[config.mk]
export PLATFORM = sky130hd
export DESIGN_NAME = optical_fork_speed_meter_flat
export DESIGN_NICKNAME = d
export VERILOG_FILES = /design/src/rtl/core/ofsm_pkg.sv /design/src/rtl/core/ofsm_channels.sv /design/src/rtl/core/ofsm_div.sv /design/src/rtl/core/ofsm_ctrl.sv /design/src/rtl/core/ofsm_dp.sv /design/src/rtl/core/optical_fork_speed_meter.sv /design/src/flat_wrapper.sv
export VERILOG_INCLUDE_DIRS = /design/src /design/src/rtl/core
export SDC_FILE = /design/constraint.sdc
export NUM_CORES = 2
export LEC_CHECK = 0
export BUFFER_PORTS_ARGS = -buffer_cell sky130_fd_sc_hd__buf_2
export CAP_MARGIN = 0
export CORE_ASPECT_RATIO = 2
export CORE_UTILIZATION = 45
export CTS_CLUSTER_DIAMETER = 80
export DETAILED_ROUTE_END_ITERATION = 12
export HOLD_SLACK_MARGIN = 0.05
export PLACE_DENSITY = 0.64
export SETUP_SLACK_MARGIN = 0.3
export SYNTH_ARGS = -nofsm -noshare
export SYNTH_HDL_FRONTEND = slang
export SYNTH_SLANG_ARGS = --single-unit
[constraint.sdc]
create_clock -name clk -period 13.8 [get_ports clk]
set_input_delay 2.76 -clock clk [delete_from_list [all_inputs] [get_ports clk]]
set_output_delay 2.76 -clock clk [all_outputs]
set_load 0.02 [all_outputs]
[src/rtl/core/optical_fork_speed_meter_macros.svh]
// Assertion macros shared by the speed meter RTL.
// Included by files that check their own control logic; no other dependencies.
`ifndef OPTICAL_FORK_SPEED_METER_MACROS_SVH
`define OPTICAL_FORK_SPEED_METER_MACROS_SVH

// Same-cycle implication, disabled during reset.
`define OFSM_ASSERT_IMP(label, clk, rst_n, ante, cons) \
	label: assert property (@(posedge clk) disable iff (!rst_n) (ante) |-> (cons)) \
		else $error("ofsm: same-cycle check failed");

// Next-cycle implication, disabled during reset.
`define OFSM_ASSERT_NEXT(label, clk, rst_n, ante, cons) \
	label: assert property (@(posedge clk) disable iff (!rst_n) (ante) |=> (cons)) \
		else $error("ofsm: next-cycle check failed");

`endif

[src/rtl/core/ofsm_pkg.sv]
// Shared types and constants of the optical fork speed meter.
// Holds register widths, reset values, register indexes, FSM state and control structs.
package ofsm_pkg;

	localparam int NUM_W      = 14;
	localparam int STEP_W     = 20;
	localparam int ALPHA_W    = 16;
	localparam int CFG_DATA_W = 20;
	localparam int CFG_IDX_W  = 2;

	localparam logic [CFG_IDX_W-1:0] REG_SPEED_NUMERATOR = 2'd0;
	localparam logic [CFG_IDX_W-1:0] REG_TIMEOUT_STEP    = 2'd1;
	localparam logic [CFG_IDX_W-1:0] REG_ALPHA           = 2'd2;

	localparam logic [NUM_W-1:0]   NUM_RESET   = 14'd10000;
	localparam logic [STEP_W-1:0]  STEP_RESET  = 20'd10000;
	localparam logic [ALPHA_W-1:0] ALPHA_RESET = 16'd3277;
	localparam logic [ALPHA_W:0]   ALPHA_ONE   = 17'h10000;

	typedef enum logic [3:0] {
		ST_IDLE,
		ST_EVAL,
		ST_CHECK,
		ST_START,
		ST_DIV,
		ST_MUL_OLD,
		ST_MUL_NEW,
		ST_MIX,
		ST_SET,
		ST_OUT
	} state_t;

	typedef struct packed {
		logic capture;
		logic eval;
		logic set_limit;
		logic div_start;
		logic mul_old;
		logic mul_new;
		logic mix;
		logic set_inst;
		logic out_load;
	} ctrl_cmd_t;

	typedef struct packed {
		logic is_edge;
		logic timeout;
		logic div_done;
		logic edge_q;
		logic out_free;
	} dp_status_t;

endpackage

[src/rtl/core/ofsm_channels.sv]
// Request channels of the optical fork speed meter: sample input and result output.
// Each carries valid, ready and its payload; widths follow the block parameters.
interface ofsm_sample_if #(parameter int TIME_BITS = 32);
	logic                 valid;
	logic                 ready;
	logic                 sensor_level;
	logic [TIME_BITS-1:0] timestamp_us;

	modport source (output valid, sensor_level, timestamp_us, input ready);
	modport sink (input valid, sensor_level, timestamp_us, output ready);
endinterface

interface ofsm_result_if #(parameter int SPEED_BITS = 30, parameter int TIME_BITS = 32);
	logic                  valid;
	logic                  ready;
	logic [SPEED_BITS-1:0] speed_q16;
	logic [TIME_BITS-1:0]  interval_us;
	logic                  edge_seen;

	modport source (output valid, speed_q16, interval_us, edge_seen, input ready);
	modport sink (input valid, speed_q16, interval_us, edge_seen, output ready);
endinterface

[src/rtl/core/ofsm_div.sv]
// Restoring unsigned divider, one quotient bit per cycle.
// Standalone; a zero divisor yields an all-ones quotient.
module ofsm_div #(
	parameter int DIVIDEND_W = 30,
	parameter int DIVISOR_W  = 32
) (
	input  logic                  clk,
	input  logic                  arst_n,
	input  logic                  start,
	input  logic [DIVIDEND_W-1:0] dividend,
	input  logic [DIVISOR_W-1:0]  divisor,
	output logic                  busy,
	output logic                  done,
	output logic [DIVIDEND_W-1:0] quotient
);

	localparam int CNT_W = $clog2(DIVIDEND_W + 1);

	logic                  busy_q;
	logic                  done_q;
	logic [CNT_W-1:0]      count_q;
	logic [DIVISOR_W-1:0]  rem_q;
	logic [DIVISOR_W-1:0]  den_q;
	logic [DIVIDEND_W-1:0] num_q;
	logic [DIVIDEND_W-1:0] quot_q;
	logic [DIVISOR_W:0]    rem_shift;
	logic [DIVISOR_W:0]    diff;
	logic                  fits;

	always_comb begin
		rem_shift = {rem_q, num_q[DIVIDEND_W-1]};
		fits      = rem_shift >= {1'b0, den_q};
		diff      = rem_shift - {1'b0, den_q};
	end

	always_ff @(posedge clk or negedge arst_n) begin
		if (!arst_n) begin
			busy_q  <= 1'b0;
			done_q  <= 1'b0;
			count_q <= '0;
		end else if (start) begin
			busy_q  <= 1'b1;
			done_q  <= 1'b0;
			count_q <= CNT_W'(DIVIDEND_W);
		end else if (busy_q) begin
			count_q <= count_q - 1'b1;
			if (count_q == CNT_W'(1)) begin
				busy_q <= 1'b0;
				done_q <= 1'b1;
			end
		end else begin
			done_q <= 1'b0;
		end
	end

	always_ff @(posedge clk) begin
		if (start) begin
			num_q <= dividend;
			den_q <= divisor;
			rem_q <= '0;
		end else if (busy_q) begin
			rem_q  <= fits ? diff[DIVISOR_W-1:0] : rem_shift[DIVISOR_W-1:0];
			num_q  <= {num_q[DIVIDEND_W-2:0], 1'b0};
			quot_q <= {quot_q[DIVIDEND_W-2:0], fits};
		end
	end

	assign busy     = busy_q;
	assign done     = done_q;
	assign quotient = quot_q;

endmodule

[src/rtl/core/ofsm_ctrl.sv]
// Sequencing state machine of the speed meter.
// Depends on ofsm_pkg for the state type and the command and status structs.
module ofsm_ctrl
	import ofsm_pkg::*;
(
	input  logic       clk,
	input  logic       arst_n,
	input  logic       in_valid,
	output logic       in_ready,
	input  dp_status_t status,
	output ctrl_cmd_t  cmd
);

	state_t state_q;
	state_t state_d;

	always_ff @(posedge clk or negedge arst_n) begin
		if (!arst_n) begin
			state_q <= ST_IDLE;
		end else begin
			state_q <= state_d;
		end
	end

	always_comb begin
		state_d = state_q;
		case (state_q)
			ST_IDLE: begin
				if (in_valid) state_d = ST_EVAL;
			end
			ST_EVAL: begin
				state_d = status.is_edge ? ST_START : ST_CHECK;
			end
			ST_CHECK: begin
				state_d = status.timeout ? ST_START : ST_OUT;
			end
			ST_START: begin
				state_d = ST_DIV;
			end
			ST_DIV: begin
				if (status.div_done) state_d = status.edge_q ? ST_MUL_OLD : ST_SET;
			end
			ST_MUL_OLD: begin
				state_d = ST_MUL_NEW;
			end
			ST_MUL_NEW: begin
				state_d = ST_MIX;
			end
			ST_MIX: begin
				state_d = ST_OUT;
			end
			ST_SET: begin
				state_d = ST_OUT;
			end
			ST_OUT: begin
				if (status.out_free) state_d = ST_IDLE;
			end
			default: begin
				state_d = ST_IDLE;
			end
		endcase
	end

	always_comb begin
		cmd      = '0;
		in_ready = 1'b0;
		case (state_q)
			ST_IDLE: begin
				in_ready    = 1'b1;
				cmd.capture = in_valid;
			end
			ST_EVAL: begin
				cmd.eval = 1'b1;
			end
			ST_CHECK: begin
				cmd.set_limit = status.timeout;
			end
			ST_START: begin
				cmd.div_start = 1'b1;
			end
			ST_MUL_OLD: begin
				cmd.mul_old = 1'b1;
			end
			ST_MUL_NEW: begin
				cmd.mul_new = 1'b1;
			end
			ST_MIX: begin
				cmd.mix = 1'b1;
			end
			ST_SET: begin
				cmd.set_inst = 1'b1;
			end
			ST_OUT: begin
				cmd.out_load = status.out_free;
			end
			default: begin
				cmd = '0;
			end
		endcase
	end

endmodule

[src/rtl/core/ofsm_dp.sv]
// Datapath of the speed meter: edge state, interval limit, divider, smoothing, result register.
// Depends on ofsm_pkg, ofsm_div and the shared assertion macros.
`include "optical_fork_speed_meter_macros.svh"

module ofsm_dp
	import ofsm_pkg::*;
#(
	parameter int TIME_BITS = 32,
	parameter int FRAC_BITS = 16
) (
	input  logic                           clk,
	input  logic                           arst_n,
	input  ctrl_cmd_t                      cmd,
	output dp_status_t                     status,
	input  logic                           sensor_level,
	input  logic [TIME_BITS-1:0]           timestamp_us,
	input  logic [NUM_W-1:0]               speed_numerator,
	input  logic [STEP_W-1:0]              timeout_step_us,
	input  logic [ALPHA_W-1:0]             alpha_q16,
	input  logic                           out_ready,
	output logic                           out_valid,
	output logic [NUM_W+FRAC_BITS-1:0]     out_speed,
	output logic [TIME_BITS-1:0]           out_interval,
	output logic                           out_edge_seen
);

	localparam int SPEED_BITS = NUM_W + FRAC_BITS;
	localparam int SUM_W      = (TIME_BITS > STEP_W ? TIME_BITS : STEP_W) + 1;
	localparam int OLD_W      = ALPHA_W + SPEED_BITS;
	localparam int NEW_W      = ALPHA_W + 1 + SPEED_BITS;
	localparam int MIX_W      = NEW_W + 1;
	localparam int SHIFT_W    = MIX_W - ALPHA_W;
	localparam logic [SPEED_BITS-1:0] SPEED_MAX = {SPEED_BITS{1'b1}};

	logic                  level_q;
	logic [TIME_BITS-1:0]  time_q;
	logic                  lwh_q;
	logic [TIME_BITS-1:0]  last_edge_q;
	logic [TIME_BITS-1:0]  period_q;
	logic [SPEED_BITS-1:0] smoothed_q;
	logic                  edge_q;
	logic [TIME_BITS-1:0]  elapsed_q;
	logic [TIME_BITS-1:0]  limit_q;
	logic [OLD_W-1:0]      prod_old_q;
	logic [NEW_W-1:0]      prod_new_q;
	logic                  out_valid_q;
	logic [SPEED_BITS-1:0] out_speed_q;
	logic [TIME_BITS-1:0]  out_interval_q;
	logic                  out_edge_q;

	logic [TIME_BITS-1:0]  elapsed;
	logic                  is_edge;
	logic [SUM_W-1:0]      limit_sum;
	logic [TIME_BITS-1:0]  limit;
	logic [ALPHA_W:0]      weight_new;
	logic [MIX_W-1:0]      mix_sum;
	logic [SHIFT_W-1:0]    mix_shift;
	logic [SPEED_BITS-1:0] mix_sat;
	logic [SPEED_BITS-1:0] quot;
	logic                  div_busy;
	logic                  div_done;
	logic                  out_free;

	ofsm_div #(
		.DIVIDEND_W (SPEED_BITS),
		.DIVISOR_W  (TIME_BITS)
	) u_div (
		.clk      (clk),
		.arst_n   (arst_n),
		.start    (cmd.div_start),
		.dividend ({speed_numerator, {FRAC_BITS{1'b0}}}),
		.divisor  (period_q),
		.busy     (div_busy),
		.done     (div_done),
		.quotient (quot)
	);

	always_comb begin
		elapsed    = time_q - last_edge_q;
		is_edge    = level_q & ~lwh_q;
		limit_sum  = SUM_W'(period_q) + SUM_W'(timeout_step_us);
		limit      = (limit_sum[SUM_W-1:TIME_BITS] != '0) ? {TIME_BITS{1'b1}}
			: limit_sum[TIME_BITS-1:0];
		weight_new = ALPHA_ONE - {1'b0, alpha_q16};
		mix_sum    = MIX_W'(prod_old_q) + MIX_W'(prod_new_q);
		mix_shift  = mix_sum[MIX_W-1:ALPHA_W];
		mix_sat    = (mix_shift > SHIFT_W'(SPEED_MAX)) ? SPEED_MAX : mix_shift[SPEED_BITS-1:0];
		out_free   = ~out_valid_q | out_ready;
	end

	always_comb begin
		status          = '0;
		status.is_edge  = is_edge;
		status.timeout  = elapsed_q > limit_q;
		status.div_done = div_done;
		status.edge_q   = edge_q;
		status.out_free = out_free;
	end

	always_ff @(posedge clk or negedge arst_n) begin
		if (!arst_n) begin
			lwh_q       <= 1'b1;
			last_edge_q <= '0;
			period_q    <= '0;
			smoothed_q  <= '0;
			edge_q      <= 1'b0;
			out_valid_q <= 1'b0;
		end else begin
			if (cmd.eval) begin
				lwh_q  <= level_q;
				edge_q <= is_edge;
				if (is_edge) begin
					period_q    <= elapsed;
					last_edge_q <= time_q;
				end
			end
			if (cmd.set_limit) period_q <= limit_q;
			if (cmd.mix) smoothed_q <= mix_sat;
			if (cmd.set_inst) smoothed_q <= quot;
			if (cmd.out_load) begin
				out_valid_q <= 1'b1;
			end else if (out_ready) begin
				out_valid_q <= 1'b0;
			end
		end
	end

	always_ff @(posedge clk) begin
		if (cmd.capture) begin
			level_q <= sensor_level;
			time_q  <= timestamp_us;
		end
		if (cmd.eval) begin
			elapsed_q <= elapsed;
			limit_q   <= limit;
		end
		if (cmd.mul_old) prod_old_q <= OLD_W'(alpha_q16) * OLD_W'(smoothed_q);
		if (cmd.mul_new) prod_new_q <= NEW_W'(weight_new) * NEW_W'(quot);
		if (cmd.out_load) begin
			out_speed_q    <= smoothed_q;
			out_interval_q <= period_q;
			out_edge_q     <= edge_q;
		end
	end

	assign out_valid     = out_valid_q;
	assign out_speed     = out_speed_q;
	assign out_interval  = out_interval_q;
	assign out_edge_seen = out_edge_q;

	`OFSM_ASSERT_IMP(a_div_idle_on_start, clk, arst_n, cmd.div_start, !div_busy)
	`OFSM_ASSERT_IMP(a_no_result_overwrite, clk, arst_n, cmd.out_load, out_free)
	`OFSM_ASSERT_NEXT(a_edge_rearm, clk, arst_n, cmd.eval && is_edge, last_edge_q == time_q && lwh_q)
	`OFSM_ASSERT_IMP(a_mix_after_edge, clk, arst_n, cmd.mix, edge_q)

endmodule

[src/rtl/core/optical_fork_speed_meter.sv]
// Optical fork speed meter top level: config registers, controller and datapath.
// Path per sample from IDLE (DIV runs the bit-serial divider): EVAL, CHECK, OUT with
// no edge and no timeout; EVAL, CHECK, START, DIV, SET, OUT on a timeout; EVAL, START, DIV,
// MUL_OLD, MUL_NEW, MIX, OUT on an edge. Samples wait for IDLE; a held result stalls OUT.
// Reset (arst_n low): config to 10000 / 10000 / 3277, flag set, interval and speed zero.
// Depends on ofsm_pkg, ofsm_channels, ofsm_ctrl and ofsm_dp.
module optical_fork_speed_meter
	import ofsm_pkg::*;
#(
	parameter int TIME_BITS = 32,
	parameter int FRAC_BITS = 16
) (
	input  logic                  clk,
	input  logic                  arst_n,
	ofsm_sample_if.sink           sample,
	ofsm_result_if.source         result,
	input  logic                  cfg_wr_en,
	input  logic [CFG_IDX_W-1:0]  cfg_addr,
	input  logic [CFG_DATA_W-1:0] cfg_wdata
);

	logic [NUM_W-1:0]   numerator_q;
	logic [STEP_W-1:0]  step_q;
	logic [ALPHA_W-1:0] alpha_q;
	ctrl_cmd_t          cmd;
	dp_status_t         status;

	always_ff @(posedge clk or negedge arst_n) begin
		if (!arst_n) begin
			numerator_q <= NUM_RESET;
			step_q      <= STEP_RESET;
			alpha_q     <= ALPHA_RESET;
		end else if (cfg_wr_en) begin
			case (cfg_addr)
				REG_SPEED_NUMERATOR: numerator_q <= cfg_wdata[NUM_W-1:0];
				REG_TIMEOUT_STEP:    step_q      <= cfg_wdata[STEP_W-1:0];
				REG_ALPHA:           alpha_q     <= cfg_wdata[ALPHA_W-1:0];
				default: begin
				end
			endcase
		end
	end

	ofsm_ctrl u_ctrl (
		.clk      (clk),
		.arst_n   (arst_n),
		.in_valid (sample.valid),
		.in_ready (sample.ready),
		.status   (status),
		.cmd      (cmd)
	);

	ofsm_dp #(
		.TIME_BITS (TIME_BITS),
		.FRAC_BITS (FRAC_BITS)
	) u_dp (
		.clk             (clk),
		.arst_n          (arst_n),
		.cmd             (cmd),
		.status          (status),
		.sensor_level    (sample.sensor_level),
		.timestamp_us    (sample.timestamp_us),
		.speed_numerator (numerator_q),
		.timeout_step_us (step_q),
		.alpha_q16       (alpha_q),
		.out_ready       (result.ready),
		.out_valid       (result.valid),
		.out_speed       (result.speed_q16),
		.out_interval    (result.interval_us),
		.out_edge_seen   (result.edge_seen)
	);

endmodule

[src/flat_wrapper.sv]
// flat-port wrapper written by rule: the top's interface ports become plain ports
module optical_fork_speed_meter_flat import ofsm_pkg::*;
#(
	parameter int TIME_BITS = 32,
	parameter int FRAC_BITS = 16
)
  (clk, arst_n, cfg_wr_en, cfg_addr, cfg_wdata, sample_valid, sample_sensor_level, sample_timestamp_us, sample_ready, result_valid, result_speed_q16, result_interval_us, result_edge_seen, result_ready);
  ofsm_sample_if #(.TIME_BITS(TIME_BITS)) sample_i ();
  ofsm_result_if #(.SPEED_BITS((14 + FRAC_BITS)), .TIME_BITS(TIME_BITS)) result_i ();
  input  logic clk;
  input  logic arst_n;
  input  logic cfg_wr_en;
  input  logic [CFG_IDX_W-1:0] cfg_addr;
  input  logic [CFG_DATA_W-1:0] cfg_wdata;
  input wire logic [$bits(sample_i.valid)-1:0] sample_valid;
  input wire logic [$bits(sample_i.sensor_level)-1:0] sample_sensor_level;
  input wire logic [$bits(sample_i.timestamp_us)-1:0] sample_timestamp_us;
  output wire logic [$bits(sample_i.ready)-1:0] sample_ready;
  output wire logic [$bits(result_i.valid)-1:0] result_valid;
  output wire logic [$bits(result_i.speed_q16)-1:0] result_speed_q16;
  output wire logic [$bits(result_i.interval_us)-1:0] result_interval_us;
  output wire logic [$bits(result_i.edge_seen)-1:0] result_edge_seen;
  input wire logic [$bits(result_i.ready)-1:0] result_ready;
  assign sample_i.valid = sample_valid;
  assign sample_i.sensor_level = sample_sensor_level;
  assign sample_i.timestamp_us = sample_timestamp_us;
  assign sample_ready = sample_i.ready;
  assign result_valid = result_i.valid;
  assign result_speed_q16 = result_i.speed_q16;
  assign result_interval_us = result_i.interval_us;
  assign result_edge_seen = result_i.edge_seen;
  assign result_i.ready = result_ready;
  optical_fork_speed_meter #(.TIME_BITS(TIME_BITS), .FRAC_BITS(FRAC_BITS)) u_core (.clk(clk), .arst_n(arst_n), .sample(sample_i), .result(result_i), .cfg_wr_en(cfg_wr_en), .cfg_addr(cfg_addr), .cfg_wdata(cfg_wdata));
endmodule
==> impl_metrics.csv <==
group,metric,value,unit
outcome,outcome,"complete, no violations",
finish,drive_gt1_share,7.36,%
placement,io_buffers,124,
run,max_cap_violations,0,
cts,numCtsBuffers,54,
logic_synthesis,ys_dominant_reg_cell,"edfxtp_1",
route,drtIter0Drc,2069,
route,routedWlPerCell,21.9,µm
finish,n_antenna_cell,0,
cts,cts.hold.buffers_added,0,
logic_synthesis,synth_area_per_cell,9.67,µm²
logic_synthesis,synth_seq_cells,519,
logic_synthesis,syn_area,0.0564,mm²
route,avgViaCountPerCell,5.55,
logic_synthesis,synth_area_leaders,"fa_1 (29%), edfxtp_1 (18%), ha_1 (8.9%)",
worst_setup_path,worstSetupPathType,"flop to flop",
sta,holdWs,472,ps
worst_setup_path,cp_num_buf_inv,4,
global_routing,grt_overflow_total,0,
floorplan,rows,183,
sta,finClkSkew,62.9,ps
worst_setup_path,cp-end-kind,"flop",
floorplan,start_util,45.4,%
placement,post-dp-hpwl,127000,µm
sta,fin_crit,8710,ps
sta,rsz0062_at_grt,"no",
global_routing,grt_max_degree,96,
sta,maxSlewViolCount,0,
floorplan,ios,125,
cts,clk_pin_slew_worst_paths,70,ps
floorplan,die-area,0.127,mm²
cts,post_cts_buffers,0,
route,drt-total-wl,165000,µm
global_routing,grt_use_total,26.8,%
logic_synthesis,netlist.area_leader.share,28.8,%
global_routing,first_global_vias,45300,
sta,tns,0,ps
logic_synthesis,postSynth.asyncResetShare,30.4,%
worst_setup_path,arrival,9090,ps
worst_setup_path,crit_path_start_kind,"flop",
logic_synthesis,yosysTopAreaCell,"fa_1",
sta,worstMarginPinSlew,1170,ps
logic_synthesis,syn-instance-count,5829,
cts,cts_max_level,2,
logic_synthesis,syn-num-nets,7103,
placement,place.gp.congestion,0.944,
logic_synthesis,yosysUniqueCellTypes,91,
placement,placed_cells,7435,
finish,layout.cells.non_filler,7537,
sta,relSlewSlack,22.1,%
sta,setup_viol,0,
worst_setup_path,crit_path_top_delay_cell,"dfstp_2",
floorplan,die_y,503,µm
route,wl_met1,52200,µm
cts,cts-root-buf,"clkbuf_16",
worst_setup_path,critPathRequiredTime,14180,ps
cts,clock_path_buffers,3,
worst_setup_path,slowest_delay,1160,ps
sta,timing.fmax,115,MHz
logic_synthesis,synth-edff-count,329,
finish,syn2layout_area_growth,7.72,%
cts,cts_num_sinks,519,
worst_hold_path,hold_class,"flop to flop",
route,wl_met3,7360,µm
sta,finalCritPeriodShare,63.1,%
cts,clk_latency,690,ps
route,top_layer_used,"met4",
floorplan,core_area,0.124,mm²
placement,pre_cts_ws,5110,ps
route,postRouteAntennaNets,0,
finish,fillers,11600,
finish,fin_nets,7100,
floorplan,fp.dieW,252,µm
cts,cts_tree,"done",
logic_synthesis,yosys_warnings,0,
global_routing,antenna_found_initial,1,
route,drc_errors,0,
worst_setup_path,cpLargestDelayFamily,"adder cells",
logic_synthesis,synth_seq_area_share,25.7,%
sta,hold_viol_final,0,
route,wl_met2,90200,µm
logic_synthesis,ys_top_cells_by_count,"inv_1 (1076), nand2_1 (946), fa_1 (812)",
worst_setup_path,critPathMaxFanout,34,
sta,setup_slack,5090,ps
route,num_vias,41900,
cts,cts_resized,0,
global_routing,grt_pass1_wl,255000,µm
logic_synthesis,yosysMostFrequentCell,"inv_1",
route,drtPass1Iterations,5,
worst_setup_path,cp_common_cell,"fa_1",
[flip-flops by register name, summed over array words and instances, names as in the netlist, 4 cells and up]
signal,cells
u_core.u_dp.last_edge_q,32
u_core.numerator_q,14
u_core.u_dp.period_q,32
u_core.u_dp.u_div.count_q,5
u_core.u_dp.time_q,32
u_core.u_dp.u_div.rem_q,32
u_core.u_ctrl.state_q,4
u_core.u_dp.smoothed_q,30
u_core.u_dp.prod_new_q,47
u_core.u_dp.limit_q,32
u_core.step_q,20
u_core.u_dp.elapsed_q,32
u_core.alpha_q,16
u_core.u_dp.u_div.den_q,32
u_core.u_dp.u_div.num_q,14
u_core.u_dp.u_div.quotient,30
u_core.u_dp.prod_old_q,46
u_core.u_dp.out_interval,32
u_core.u_dp.out_speed,30
[cell type report]
type / instances / area (µm²) / share of cell area [%]
clock buffers: 65 / 1390 / 2.29
well taps: 1665 / 2080 / 3.43
flip-flops and latches: 519 / 14500 / 23.9
multi-input cells: 3956 / 37000 / 60.8
inverters: 1078 / 4050 / 6.67
repair buffers: 217 / 1330 / 2.18
clock inverters: 37 / 434 / 0.715
[path summary, 6_finish.rpt]
check | start | end | slack (ps) | depth (start not counted)
max | u_core.alpha_q[7]$_DFFE_PN1P_ | u_core.u_dp.prod_new_q[46]$_DFFE_PP_ | 5090 | 26
min | u_core.u_dp.u_div.rem_q[25]$_SDFFE_PP0P_ | u_core.u_dp.u_div.rem_q[25]$_SDFFE_PP0P_ | 470 | 2
max reg2reg | u_core.alpha_q[7]$_DFFE_PN1P_ | u_core.u_dp.prod_new_q[46]$_DFFE_PP_ | 5090 | 26
min reg2reg | u_core.u_dp.u_div.rem_q[25]$_SDFFE_PP0P_ | u_core.u_dp.u_div.rem_q[25]$_SDFFE_PP0P_ | 470 | 2
max in group asynchronous | arst_n | u_core.u_dp.smoothed_q[14]$_DFFE_PN0N_ | 9690 | 3
min in group asynchronous | arst_n | u_core.u_dp.last_edge_q[10]$_DFFE_PN0P_ | 2020 | 1
[metal layers]
metal  GRT usage (%)  vias up
li1                -    18500
met1            25.4    21300
met2            51.4     1431
met3            3.00      632
met4            21.0        0
met5               0        -
[logic make-up (layout without fill, tap and decap cells)]
group | Yosys count | count (layout) | share of synthesized area (%)
flip-flops | 519 | 519 | 25.7
multiplexers | 81 | 81 | 1.56
AO/OA/AOI/OAI | 796 | 796 | 9.26
AND/OR/NAND/NOR | 1670 | 1670 | 13.6
buffers and inverters | 1354 | 1397 | 9.04
XOR/XNOR | 195 | 195 | 3.03
adder cells (fa/ha/maj) | 1214 | 1214 | 37.7
[per-stage QoR]
step	util [%]	instance area (µm²)
2_1_floorplan	-	56400
3_3_place_gp	47.4	58900
3_5_place_dp	47.4	58900
4_1_cts	48.9	60700
5_1_grt	48.9	60700
6_report	48.9	60700
[placed cells by master, fill, tap and decap left out, drive strengths merged, types with 50 or more instances in the layout]
master / synthesis / layout
a21o: 115 / 115
a21oi: 199 / 199
and2: 309 / 309
buf: 13 / 217
clkbuf: 263 / 65
dfrtp: 140 / 140
edfxtp: 329 / 329
fa: 812 / 812
ha: 402 / 402
inv: 1078 / 1083
mux2: 55 / 55
nand2: 948 / 948
nor2: 135 / 135
nor3: 50 / 50
o21ai: 187 / 187
xnor2: 115 / 115
xor2: 80 / 80
[worst reg2reg max path, delay by kind of cell (launching register included)]
family | cells | cell delay, ps
buf+inv | 4 | 550
compound gates | 6 | 1390
simple gates | 7 | 1540
fa+ha+maj | 7 | 3550
xor+xnor | 2 | 260
flops | 1 | 1160
Power is not shown: default switching activity piles up to over one toggle a cycle in this logic, so the estimate is an artifact.
